<file path="src/sv/cfle_pkg.sv">
// Shared types, constants and helpers for the channel frame link engine.
// No dependencies; every other file refers to this package by scoped names.
package cfle_pkg;

    localparam int NUM_CHANNELS = 8;
    localparam int MAX_PAYLOAD  = 32;
    localparam int CTRL_LEN     = 8;

    localparam int LEN_W   = 6;
    localparam int IDX_W   = $clog2(MAX_PAYLOAD);
    localparam int BANK_W  = 3;
    localparam int ADDR_W  = BANK_W + IDX_W;
    localparam int JOB_DEPTH = 4;
    localparam int OUT_DEPTH = 4;

    localparam logic [2:0] REG_LENGTHS  = 3'd0;
    localparam logic [2:0] REG_PER_UNS  = 3'd1;
    localparam logic [2:0] REG_PER_SYN  = 3'd2;
    localparam logic [2:0] REG_SYNC     = 3'd3;
    localparam logic [2:0] REG_ACK_CODE = 3'd4;

    localparam logic KIND_RX = 1'b0;
    localparam logic KIND_TX = 1'b1;

    typedef enum logic [1:0] {
        PH_CHAN    = 2'd0,
        PH_CHECK   = 2'd1,
        PH_PAYLOAD = 2'd2
    } t_rx_phase;

    typedef struct packed {
        logic [63:0] lengths;
        logic [31:0] per_uns;
        logic [31:0] per_syn;
        logic [7:0]  sync_code;
        logic [7:0]  ack_code;
    } t_cfg;

    typedef struct packed {
        logic              is_tick;
        logic [2:0]        ch;
        logic [LEN_W-1:0]  len;
        logic [BANK_W-1:0] bank;
        logic              synced;
        logic [31:0]       now;
        logic [7:0]        cks;
        logic [7:0]        code;
    } t_job;

    typedef struct packed {
        logic              en;
        logic [ADDR_W-1:0] addr;
        logic [7:0]        data;
    } t_mem_wr;

    typedef struct packed {
        logic       kind;
        logic [7:0] data;
        logic [2:0] ch;
        logic       last;
        logic       synced;
    } t_res;

    // (acc + b) mod 255 for acc below 255
    function automatic logic [7:0] add_mod255(input logic [7:0] acc, input logic [7:0] b);
        logic [8:0] s;
        s = {1'b0, acc} + {1'b0, b};
        if (s >= 9'd255) s = s - 9'd255;
        return s[7:0];
    endfunction

    function automatic logic [7:0] sync_cks(input logic [7:0] code, input logic [31:0] now);
        logic [10:0] s;
        logic [8:0]  f;
        s = {3'b0, code} + {3'b0, now[31:24]} + {3'b0, now[23:16]}
            + {3'b0, now[15:8]} + {3'b0, now[7:0]};
        f = {1'b0, s[7:0]} + {6'b0, s[10:8]};
        if (f >= 9'd255) f = f - 9'd255;
        return f[7:0];
    endfunction

endpackage

</file>
<file path="src/sv/cfle_job_fifo.sv">
// Short job queue between the frame front end and the output back end.
// Depends on cfle_pkg.
module cfle_job_fifo (
    input  logic              i_clk,
    input  logic              i_rst_n,
    input  logic              i_push,
    input  cfle_pkg::t_job    i_job,
    input  logic              i_pop,
    output cfle_pkg::t_job    o_job,
    output logic              o_empty,
    output logic              o_full
);
    localparam int PW = $clog2(cfle_pkg::JOB_DEPTH);

    cfle_pkg::t_job r_mem [cfle_pkg::JOB_DEPTH];
    logic [PW-1:0]  r_wp, r_rp;
    logic [PW:0]    r_cnt;

    assign o_empty = (r_cnt == '0);
    assign o_full  = (r_cnt == (PW+1)'(cfle_pkg::JOB_DEPTH));
    assign o_job   = r_mem[r_rp];

    always_ff @(posedge i_clk) begin
        if (!i_rst_n) begin
            r_wp  <= '0;
            r_rp  <= '0;
            r_cnt <= '0;
        end else begin
            if (i_push) r_wp <= r_wp + 1'b1;
            if (i_pop) r_rp <= r_rp + 1'b1;
            r_cnt <= r_cnt + (PW+1)'(i_push) - (PW+1)'(i_pop);
        end
    end

    always_ff @(posedge i_clk) begin
        if (i_push) r_mem[r_wp] <= i_job;
    end
endmodule

</file>
<file path="src/sv/cfle_front.sv">
// Front end: deframes received bytes, checks frames, runs the heartbeat
// and queues output jobs. Depends on cfle_pkg.
module cfle_front (
    input  logic                i_clk,
    input  logic                i_rst_n,
    input  logic                i_valid,
    input  logic                i_action,
    input  logic [7:0]          i_rx_byte,
    input  logic [31:0]         i_now_ms,
    input  cfle_pkg::t_cfg      i_cfg,
    output logic                o_job_push,
    output cfle_pkg::t_job      o_job,
    output cfle_pkg::t_mem_wr   o_mem_wr
);
    localparam int LW = cfle_pkg::LEN_W;

    cfle_pkg::t_rx_phase r_phase, n_phase;
    logic [2:0]    r_chan, n_chan;
    logic          r_chan_ok, n_chan_ok;
    logic [7:0]    r_check, n_check;
    logic [7:0]    r_acc, n_acc;
    logic [LW-1:0] r_count, n_count;
    logic [LW-1:0] r_len, n_len;
    logic [cfle_pkg::BANK_W-1:0] r_bank, n_bank;
    logic          r_synced, n_synced;
    logic [31:0]   r_sent, n_sent;
    logic [31:0]   r_answered, n_answered;
    logic [7:0]    r_ctrl [5];

    logic [7:0]    len_raw;
    logic [LW-1:0] len_clamp;
    logic [7:0]    p [5];
    logic [31:0]   period;

    always_comb begin
        len_raw   = i_cfg.lengths[r_chan*8 +: 8];
        len_clamp = (len_raw > 8'(cfle_pkg::MAX_PAYLOAD)) ? LW'(cfle_pkg::MAX_PAYLOAD)
                                                          : len_raw[LW-1:0];
        for (int i = 0; i < 5; i++) begin
            p[i] = (r_count == LW'(i)) ? i_rx_byte : r_ctrl[i];
        end
        period = r_synced ? i_cfg.per_syn : i_cfg.per_uns;
    end

    always_comb begin
        n_phase    = r_phase;
        n_chan     = r_chan;
        n_chan_ok  = r_chan_ok;
        n_check    = r_check;
        n_acc      = r_acc;
        n_count    = r_count;
        n_len      = r_len;
        n_bank     = r_bank;
        n_synced   = r_synced;
        n_sent     = r_sent;
        n_answered = r_answered;
        o_job_push = 1'b0;
        o_job      = '{is_tick: 1'b0, ch: r_chan, len: r_len, bank: r_bank,
                       synced: r_synced, now: i_now_ms,
                       cks: cfle_pkg::sync_cks(i_cfg.sync_code, i_now_ms),
                       code: i_cfg.sync_code};
        o_mem_wr   = '{en: 1'b0, addr: {r_bank, r_count[cfle_pkg::IDX_W-1:0]},
                       data: i_rx_byte};
        if (i_valid) begin
            if (i_action) begin
                if ((i_now_ms - r_sent) >= period) begin
                    n_synced     = r_synced && (r_sent == r_answered);
                    n_sent       = i_now_ms;
                    o_job_push   = 1'b1;
                    o_job.is_tick = 1'b1;
                    o_job.ch     = 3'd0;
                    o_job.len    = LW'(cfle_pkg::CTRL_LEN + 2);
                    o_job.synced = n_synced;
                end
            end else begin
                unique case (r_phase)
                    cfle_pkg::PH_CHECK: begin
                        n_check = i_rx_byte;
                        if (!r_chan_ok || len_clamp == '0) begin
                            n_phase = cfle_pkg::PH_CHAN;
                        end else begin
                            n_phase = cfle_pkg::PH_PAYLOAD;
                            n_count = '0;
                            n_acc   = {5'b0, r_chan};
                            n_len   = len_clamp;
                        end
                    end
                    cfle_pkg::PH_PAYLOAD: begin
                        o_mem_wr.en = 1'b1;
                        n_acc   = cfle_pkg::add_mod255(r_acc, i_rx_byte);
                        n_count = r_count + 1'b1;
                        if (n_count == r_len) begin
                            n_phase = cfle_pkg::PH_CHAN;
                            if (n_acc == r_check) begin
                                if (r_chan == 3'd0) begin
                                    if (p[0] == i_cfg.ack_code &&
                                        {p[1], p[2], p[3], p[4]} == r_sent) begin
                                        n_answered = r_sent;
                                        n_synced   = 1'b1;
                                    end
                                end else begin
                                    o_job_push = 1'b1;
                                    n_bank     = r_bank + 1'b1;
                                end
                            end
                        end
                    end
                    default: begin
                        n_chan    = i_rx_byte[2:0];
                        n_chan_ok = i_rx_byte < 8'(cfle_pkg::NUM_CHANNELS);
                        n_phase   = cfle_pkg::PH_CHECK;
                    end
                endcase
            end
        end
    end

    always_ff @(posedge i_clk) begin
        if (!i_rst_n) begin
            r_phase    <= cfle_pkg::PH_CHAN;
            r_chan     <= '0;
            r_chan_ok  <= 1'b0;
            r_check    <= '0;
            r_acc      <= '0;
            r_count    <= '0;
            r_len      <= '0;
            r_bank     <= '0;
            r_synced   <= 1'b0;
            r_sent     <= '0;
            r_answered <= '0;
        end else begin
            r_phase    <= n_phase;
            r_chan     <= n_chan;
            r_chan_ok  <= n_chan_ok;
            r_check    <= n_check;
            r_acc      <= n_acc;
            r_count    <= n_count;
            r_len      <= n_len;
            r_bank     <= n_bank;
            r_synced   <= n_synced;
            r_sent     <= n_sent;
            r_answered <= n_answered;
        end
    end

    always_ff @(posedge i_clk) begin
        if (o_mem_wr.en && r_count < LW'(5)) r_ctrl[r_count[2:0]] <= i_rx_byte;
    end
endmodule

</file>
<file path="src/sv/cfle_back.sv">
// Back end: payload store, burst sequencer and result queue.
// Depends on cfle_pkg.
module cfle_back (
    input  logic               i_clk,
    input  logic               i_rst_n,
    input  cfle_pkg::t_mem_wr  i_mem_wr,
    input  cfle_pkg::t_job     i_job,
    input  logic               i_job_valid,
    output logic               o_job_pop,
    input  logic               i_pop,
    output cfle_pkg::t_res     o_res,
    output logic               o_empty
);
    localparam int LW = cfle_pkg::LEN_W;
    localparam int OW = $clog2(cfle_pkg::OUT_DEPTH);

    logic [7:0]    r_store [2**cfle_pkg::ADDR_W];
    logic [7:0]    r_rd;
    logic [LW-1:0] r_idx;
    logic          r_s1_valid;
    cfle_pkg::t_res r_s1;
    cfle_pkg::t_res r_q [cfle_pkg::OUT_DEPTH];
    logic [OW-1:0] r_wp, r_rp;
    logic [OW:0]   r_cnt;

    logic          issue, last, deq;
    logic [7:0]    tx_byte;
    cfle_pkg::t_res s2;

    assign issue = i_job_valid &&
                   ((r_cnt + (OW+1)'(r_s1_valid)) < (OW+1)'(cfle_pkg::OUT_DEPTH));
    assign last      = (r_idx + 1'b1) == i_job.len;
    assign o_job_pop = issue && last;
    assign o_empty   = (r_cnt == '0);
    assign deq       = i_pop && !o_empty;
    assign o_res     = r_q[r_rp];

    always_comb begin
        if (r_idx == LW'(0))      tx_byte = 8'd0;
        else if (r_idx == LW'(1)) tx_byte = i_job.cks;
        else if (r_idx == LW'(2)) tx_byte = i_job.code;
        else if (r_idx == LW'(3)) tx_byte = i_job.now[31:24];
        else if (r_idx == LW'(4)) tx_byte = i_job.now[23:16];
        else if (r_idx == LW'(5)) tx_byte = i_job.now[15:8];
        else if (r_idx == LW'(6)) tx_byte = i_job.now[7:0];
        else                      tx_byte = 8'd0;
        s2 = r_s1;
        if (r_s1.kind == cfle_pkg::KIND_RX) s2.data = r_rd;
    end

    always_ff @(posedge i_clk) begin
        if (i_mem_wr.en) r_store[i_mem_wr.addr] <= i_mem_wr.data;
        r_rd <= r_store[{i_job.bank, r_idx[cfle_pkg::IDX_W-1:0]}];
        if (issue) begin
            r_s1 <= '{kind: i_job.is_tick ? cfle_pkg::KIND_TX : cfle_pkg::KIND_RX,
                      data: tx_byte, ch: i_job.ch, last: last, synced: i_job.synced};
        end
        if (r_s1_valid) r_q[r_wp] <= s2;
    end

    always_ff @(posedge i_clk) begin
        if (!i_rst_n) begin
            r_idx      <= '0;
            r_s1_valid <= 1'b0;
            r_wp       <= '0;
            r_rp       <= '0;
            r_cnt      <= '0;
        end else begin
            r_s1_valid <= issue;
            if (issue) r_idx <= last ? '0 : r_idx + 1'b1;
            if (r_s1_valid) r_wp <= r_wp + 1'b1;
            if (deq) r_rp <= r_rp + 1'b1;
            r_cnt <= r_cnt + (OW+1)'(r_s1_valid) - (OW+1)'(deq);
        end
    end
endmodule

</file>
<file path="src/sv/channel_frame_link_engine_top.sv">
// Top level of the channel frame link engine: config registers and wiring.
// Depends on cfle_pkg, cfle_front, cfle_job_fifo and cfle_back.
// One item is taken per clock while the job queue has room; a data frame of
// N payload bytes gives N results and a heartbeat gives CTRL_LEN+2 results,
// one result per clock from the back end while its result queue has room,
// so full rises when bursts outrun the back end. Registers sit at 8*i.
module channel_frame_link_engine_top (
    input  logic        i_clk,
    input  logic        i_rst_n,
    input  logic        psel,
    input  logic        penable,
    input  logic        pwrite,
    input  logic [5:0]  paddr,
    input  logic [63:0] pwdata,
    output logic [63:0] prdata,
    output logic        pready,
    input  logic        push,
    output logic        full,
    input  logic        i_action,
    input  logic [7:0]  i_rx_byte,
    input  logic [31:0] i_now_ms,
    output logic        empty,
    input  logic        pop,
    output logic        o_kind,
    output logic [7:0]  o_data,
    output logic [2:0]  o_channel,
    output logic        o_last,
    output logic        o_synced
);
    cfle_pkg::t_cfg    r_cfg;
    cfle_pkg::t_job    job_in, job_out;
    cfle_pkg::t_mem_wr mem_wr;
    cfle_pkg::t_res    res;
    logic job_push, job_pop, job_empty, job_full, accept;
    logic [2:0] reg_idx;

    assign pready  = 1'b1;
    assign reg_idx = paddr[5:3];
    assign full    = job_full;
    assign accept  = push && !job_full;

    always_comb begin
        unique case (reg_idx)
            cfle_pkg::REG_LENGTHS:  prdata = r_cfg.lengths;
            cfle_pkg::REG_PER_UNS:  prdata = {32'd0, r_cfg.per_uns};
            cfle_pkg::REG_PER_SYN:  prdata = {32'd0, r_cfg.per_syn};
            cfle_pkg::REG_SYNC:     prdata = {56'd0, r_cfg.sync_code};
            cfle_pkg::REG_ACK_CODE: prdata = {56'd0, r_cfg.ack_code};
            default:                prdata = 64'd0;
        endcase
    end

    always_ff @(posedge i_clk) begin
        if (!i_rst_n) begin
            r_cfg <= '{lengths: 64'd8, per_uns: 32'd1000, per_syn: 32'd5000,
                       sync_code: 8'd0, ack_code: 8'd1};
        end else if (psel && penable && pwrite) begin
            unique case (reg_idx)
                cfle_pkg::REG_LENGTHS:  r_cfg.lengths   <= pwdata;
                cfle_pkg::REG_PER_UNS:  r_cfg.per_uns   <= pwdata[31:0];
                cfle_pkg::REG_PER_SYN:  r_cfg.per_syn   <= pwdata[31:0];
                cfle_pkg::REG_SYNC:     r_cfg.sync_code <= pwdata[7:0];
                cfle_pkg::REG_ACK_CODE: r_cfg.ack_code  <= pwdata[7:0];
                default: ;
            endcase
        end
    end

    cfle_front u_front (
        .i_clk(i_clk), .i_rst_n(i_rst_n), .i_valid(accept), .i_action(i_action),
        .i_rx_byte(i_rx_byte), .i_now_ms(i_now_ms), .i_cfg(r_cfg),
        .o_job_push(job_push), .o_job(job_in), .o_mem_wr(mem_wr)
    );

    cfle_job_fifo u_jobs (
        .i_clk(i_clk), .i_rst_n(i_rst_n), .i_push(job_push), .i_job(job_in),
        .i_pop(job_pop), .o_job(job_out), .o_empty(job_empty), .o_full(job_full)
    );

    cfle_back u_back (
        .i_clk(i_clk), .i_rst_n(i_rst_n), .i_mem_wr(mem_wr), .i_job(job_out),
        .i_job_valid(!job_empty), .o_job_pop(job_pop), .i_pop(pop),
        .o_res(res), .o_empty(empty)
    );

    assign o_kind    = res.kind;
    assign o_data    = res.data;
    assign o_channel = res.ch;
    assign o_last    = res.last;
    assign o_synced  = res.synced;

    a_no_job_overflow: assert property (@(posedge i_clk) disable iff (!i_rst_n)
        job_full |-> !job_push) else $error("job queue overflow");
    a_tx_channel_zero: assert property (@(posedge i_clk) disable iff (!i_rst_n)
        (!empty && o_kind == cfle_pkg::KIND_TX) |-> o_channel == 3'd0)
        else $error("transmit byte on nonzero channel");
    a_pop_needs_job: assert property (@(posedge i_clk) disable iff (!i_rst_n)
        job_pop |-> !job_empty) else $error("job pop while queue empty");
endmodule
</file>
<file path="config.mk">
export PLATFORM = sky130hd
export DESIGN_NAME = channel_frame_link_engine_top
export DESIGN_NICKNAME = d
export VERILOG_FILES = /design/src/sv/cfle_pkg.sv /design/src/sv/cfle_job_fifo.sv /design/src/sv/cfle_front.sv /design/src/sv/cfle_back.sv /design/src/sv/channel_frame_link_engine_top.sv
export SDC_FILE = /design/constraint.sdc
export NUM_CORES = 2
export LEC_CHECK = 0
export BUFFER_PORTS_ARGS = -buffer_cell sky130_fd_sc_hd__buf_2
export CAP_MARGIN = 25
export CORE_ASPECT_RATIO = 0.75
export CORE_MARGIN = 3
export CORE_UTILIZATION = 30
export CTS_BUF_LIST = sky130_fd_sc_hd__clkbuf_16
export DETAILED_ROUTE_END_ITERATION = 10
export MAX_ROUTING_LAYER = met4
export SYNTH_ARGS = -nofsm -noshare
export SYNTH_HDL_FRONTEND = slang
export SYNTH_SLANG_ARGS = --single-unit
</file>
<file path="constraint.sdc">
create_clock -name i_clk -period 21.7 [get_ports i_clk]
set_input_delay 5.425 -clock i_clk [delete_from_list [all_inputs] [get_ports i_clk]]
set_output_delay 5.425 -clock i_clk [all_outputs]
set_load 0.005 [all_outputs]
</file>
==> results.toml <==
[drt]
drt_iter0_drc = 7416
via_per_inst = 5.168
post-route-drc-count = 0
drt-pass1-iter-count = 6
wire_per_inst_um = 25.24
antenna_left = 0
vias = 59010
wirelength_mm = 288.2

[timing]
setup-tns-final_ns = 0
worst_pin_slew_ns = 1.056
setup_viol = 0
slew_headroom = 0.2958
finalCriticalPeriod_ns = 13.00
max_freq_ghz = 0.07690
whs_ns = 0.4627
fin_crit_sh = 0.5993
final-max-slew-violation-count = 0
finClkSkew_ns = 0.05039
rsz0062_at_grt = "no"
hold_violations = 0

[logic_synthesis]
synth-xor-area-share = 0.01226
synth_edf_count = 2406
ys_seq_elements = 2685
synth_nets = 6388
yosys.area_share.simple = 0.04813
synth_top_family_by_area = "multiplexers"
synthCells = 6129
synth_area_per_cell_um2 = 18.06
yosysSeqAreaShare = 0.7031
synthMuxAreaShare = 0.1732
yosysUniqueCellTypes = 74
synthAdderAreaFrac = 0.01736
async_flop_share = 0
synth-main-ff-cell = "edfxtp_1"
synth_area_um2 = 110700
ys_warn_count = 0
synth_compound_gate_area_share = 0.02941

[worst_setup_path]
path_buf_inv = 2
path_cells = "buf_2, nor2b_1, a21oi_1, o22ai_1, buf_2"
r2r-start = "u_front.r_sent[5]"
r2r_end = "u_jobs.r_mem[3][24]"
ff2ff_path_depth = 20
cp-start-kind = "input pin"
r2r_slack_ns = 14.67
slowest_stage = "buf_2"
crit_path_max_incr_delay_ns = 0.65
crit_family = "buffers and inverters"
crit_arrival_ns = 7.58
critical_path_class = "in2out"
endpoint_kind = "primary output"
crit_path_frequent_cell = "buf_2"
worstPathMaxFanout = 37
crit_required_ns = 16.27

[pwr]
power.density_nw_per_um2 = 94.43
power.leakage_nw = 38.90
vdd_drop_max_v = 0.00005648
p_total_mw = 11.92

[global_routing]
met3_usage = 0.03686
grt_pass1_wl_mm = 417.9
met1_usage = 0.2267
busiest_layer = "met1"
grt_pass1_vias = 58010
grt_max_degree = 163
grt_antenna_before_repair = 42
grt_overflow = 0
met2_usage = 0.2144
track_usage = 0.1537

[status]
status = "complete, no violations"

[clock_tree]
post_cts.repair.setup_buffers = 0
cts_max_path_buffers = 4
numCtsBuffers = 269
clk_pin_slew_ns = 0.07
htree_levels = 5
clock-sinks = 2685
ctsHoldBuffers = 0
ctsResizeCount = 0
cts_root_buffer = "clkbuf_16"
cts_tree = "done"
clk-insertion-delay-late_ns = 0.87

[layout]
area_growth_pct = 14.01
final_layout_size_suffix_gt1_frac = 0.2343
layout.nets = 6605

[floorplan]
initial_core_util = 0.3024
core_um2 = 366100
io-pin-count = 199
die_h_um = 532.1
die_area_um2 = 376400
die_w_um = 707.5
fp-row-count = 192

[worst_hold_path]
whs_endpoint = "u_front.r_acc[3]"
min_path_cells = 2
holdCritStartpoint = "u_front.r_acc[3]"
hp-class = "reg2reg"

[place]
gp_congestion = 0.8821
portBuffers = 194
dp_hpwl_mm = 180.5

[run]
max_cap_violations = 0
[synth_stat cells (all sizes together) (11+ instances only)]
| library cell | number | area share |
|---|---|---|
| a211oi | 20 | 0.0014 |
| a21o | 25 | 0.0017 |
| a21oi | 291 | 0.013 |
| and2 | 53 | 0.0030 |
| and3 | 16 | 0.00090 |
| buf | 97 | 0.0038 |
| clkbuf | 263 | 0.0089 |
| dfxtp | 279 | 0.050 |
| edfxtp | 2406 | 0.65 |
| fa | 21 | 0.0038 |
| ha | 120 | 0.014 |
| inv | 112 | 0.0038 |
| mux2 | 22 | 0.0022 |
| mux2i | 181 | 0.016 |
| mux4 | 760 | 0.15 |
| nand2 | 351 | 0.012 |
| nand2b | 23 | 0.0013 |
| nand3 | 70 | 0.0032 |
| nand4 | 53 | 0.0030 |
| nor2 | 472 | 0.016 |
| nor2b | 35 | 0.0020 |
| nor3 | 38 | 0.0018 |
| nor4 | 22 | 0.0012 |
| o21a | 17 | 0.0012 |
| o21ai | 51 | 0.0023 |
| o22ai | 11 | 0.00062 |
| o31ai | 32 | 0.0035 |
| or2 | 14 | 0.00079 |
| or3 | 15 | 0.00085 |
| xnor2 | 126 | 0.010 |
| xor2 | 29 | 0.0023 |
[logic make-up after synthesis]
| logic type | Yosys count |
|---|---|
| XOR/XNOR | 155 |
| multiplexers | 963 |
| adder cells (fa/ha/maj) | 141 |
| flip-flops | 2685 |
| AND/OR/NAND/NOR | 1192 |
| buffers and inverters | 473 |
| AO/OA/AOI/OAI | 519 |
| other | 1 |
[stage by stage]
| step | cell area, µm² | instances | setup slack [ns] | utilization |
|---|---|---|---|---|
| CTS | 126000 | 11390 | 8.460 | 0.3442 |
| finish | 126200 | 11420 | 8.696 | 0.3448 |
| global placement | 117300 | 10910 | 8.492 | 0.3204 |
| floorplan | 110700 | 6129 | 9.389 | - |
| detailed placement | 117500 | 10920 | 8.469 | 0.3209 |
| global route | 126200 | 11420 | 8.671 | 0.3448 |
[final cells by class]
class,instances,area [µm²]
inverter,113,431.7
antenna,26,65.06
timing repair buffer,306,2140
sequential,2685,77860
multi-input combinational,2971,31120
clock buffer,275,6882
fill,34200,239900
clock inverter,192,1647
tap,4850,6068
[worst register-to-register path, stage by stage, from the launching register on]
cell       delay [ns]
dfxtp_1          0.56
inv_1            0.12
ha_1             0.26
a2111oi_0        0.68
a21oi_1          0.20
nor4_1           0.72
nor3b_1          0.19
o21a_1           0.22
nor2_1           0.12
xnor2_1          0.20
ha_1             0.31
a21o_1           0.16
a21o_1           0.17
a21oi_1          0.13
o21ai_0          0.09
a221o_1          0.37
o311a_2          0.50
a21oi_1          0.64
inv_1            0.25
and2_4           0.31
buf_4            0.38
[power by group]
| part | switching [mW] | total [mW] | internal, mW |
|---|---|---|---|
| sequential | 0.0535 | 5.76 | 5.71 |
| combinational | 0.862 | 1.57 | 0.707 |
| clock | 1.96 | 4.59 | 2.64 |
[metal layers]
metal	up-vias	share of wire	routed length, µm
met2	2724	0.43	124900
met1	31040	0.44	128100
met3	384	0.10	29110
met5	-	0	0
met4	0	0.021	6168
li1	24860	-	-
[layout by cell type, fill, tap and decap left out, types with 66 or more instances in the layout]
cell type and n:
ha_1 120, mux2i_1 181, nor2_1 470, buf_4 94
inv_1 164, mux4_2 760, xnor2_1 126, nand2_1 343
clkbuf_16 275, buf_2 188, nand3_1 66, a21oi_1 291
edfxtp_1 2406, dfxtp_1 271
[sequential cells by signal, indices dropped and copies added (netlist names), 2 cells and up, named ones only]
register	cells
r_cfg	144
u_back.r_cnt	3
u_back.r_idx	6
u_back.r_q	56
u_back.r_rd	8
u_back.r_rp	2
u_back.r_s1	14
u_back.r_store	2048
u_back.r_wp	2
u_front.r_acc	8
u_front.r_answered	32
u_front.r_bank	3
u_front.r_chan	3
u_front.r_check	8
u_front.r_count	6
u_front.r_ctrl	40
u_front.r_len	6
u_front.r_phase	2
u_front.r_sent	32
u_jobs.r_cnt	3
u_jobs.r_mem	248
u_jobs.r_rp	2
u_jobs.r_wp	2
[worst max-delay path by stage]
stage / from / end / cells past startpoint / slack, ns
2_1_floorplan: paddr[4] / prdata[0] / 5 / 9.39
3_3_place_gp: paddr[4] / prdata[15] / 7 / 8.49
3_5_place_dp: paddr[4] / prdata[15] / 7 / 8.47
4_1_cts: paddr[4] / prdata[15] / 7 / 8.46
5_1_grt: paddr[5] / prdata[2] / 5 / 8.67
6_report: paddr[5] / prdata[2] / 5 / 8.70
Note: power is estimated with default switching activity, not from simulation.
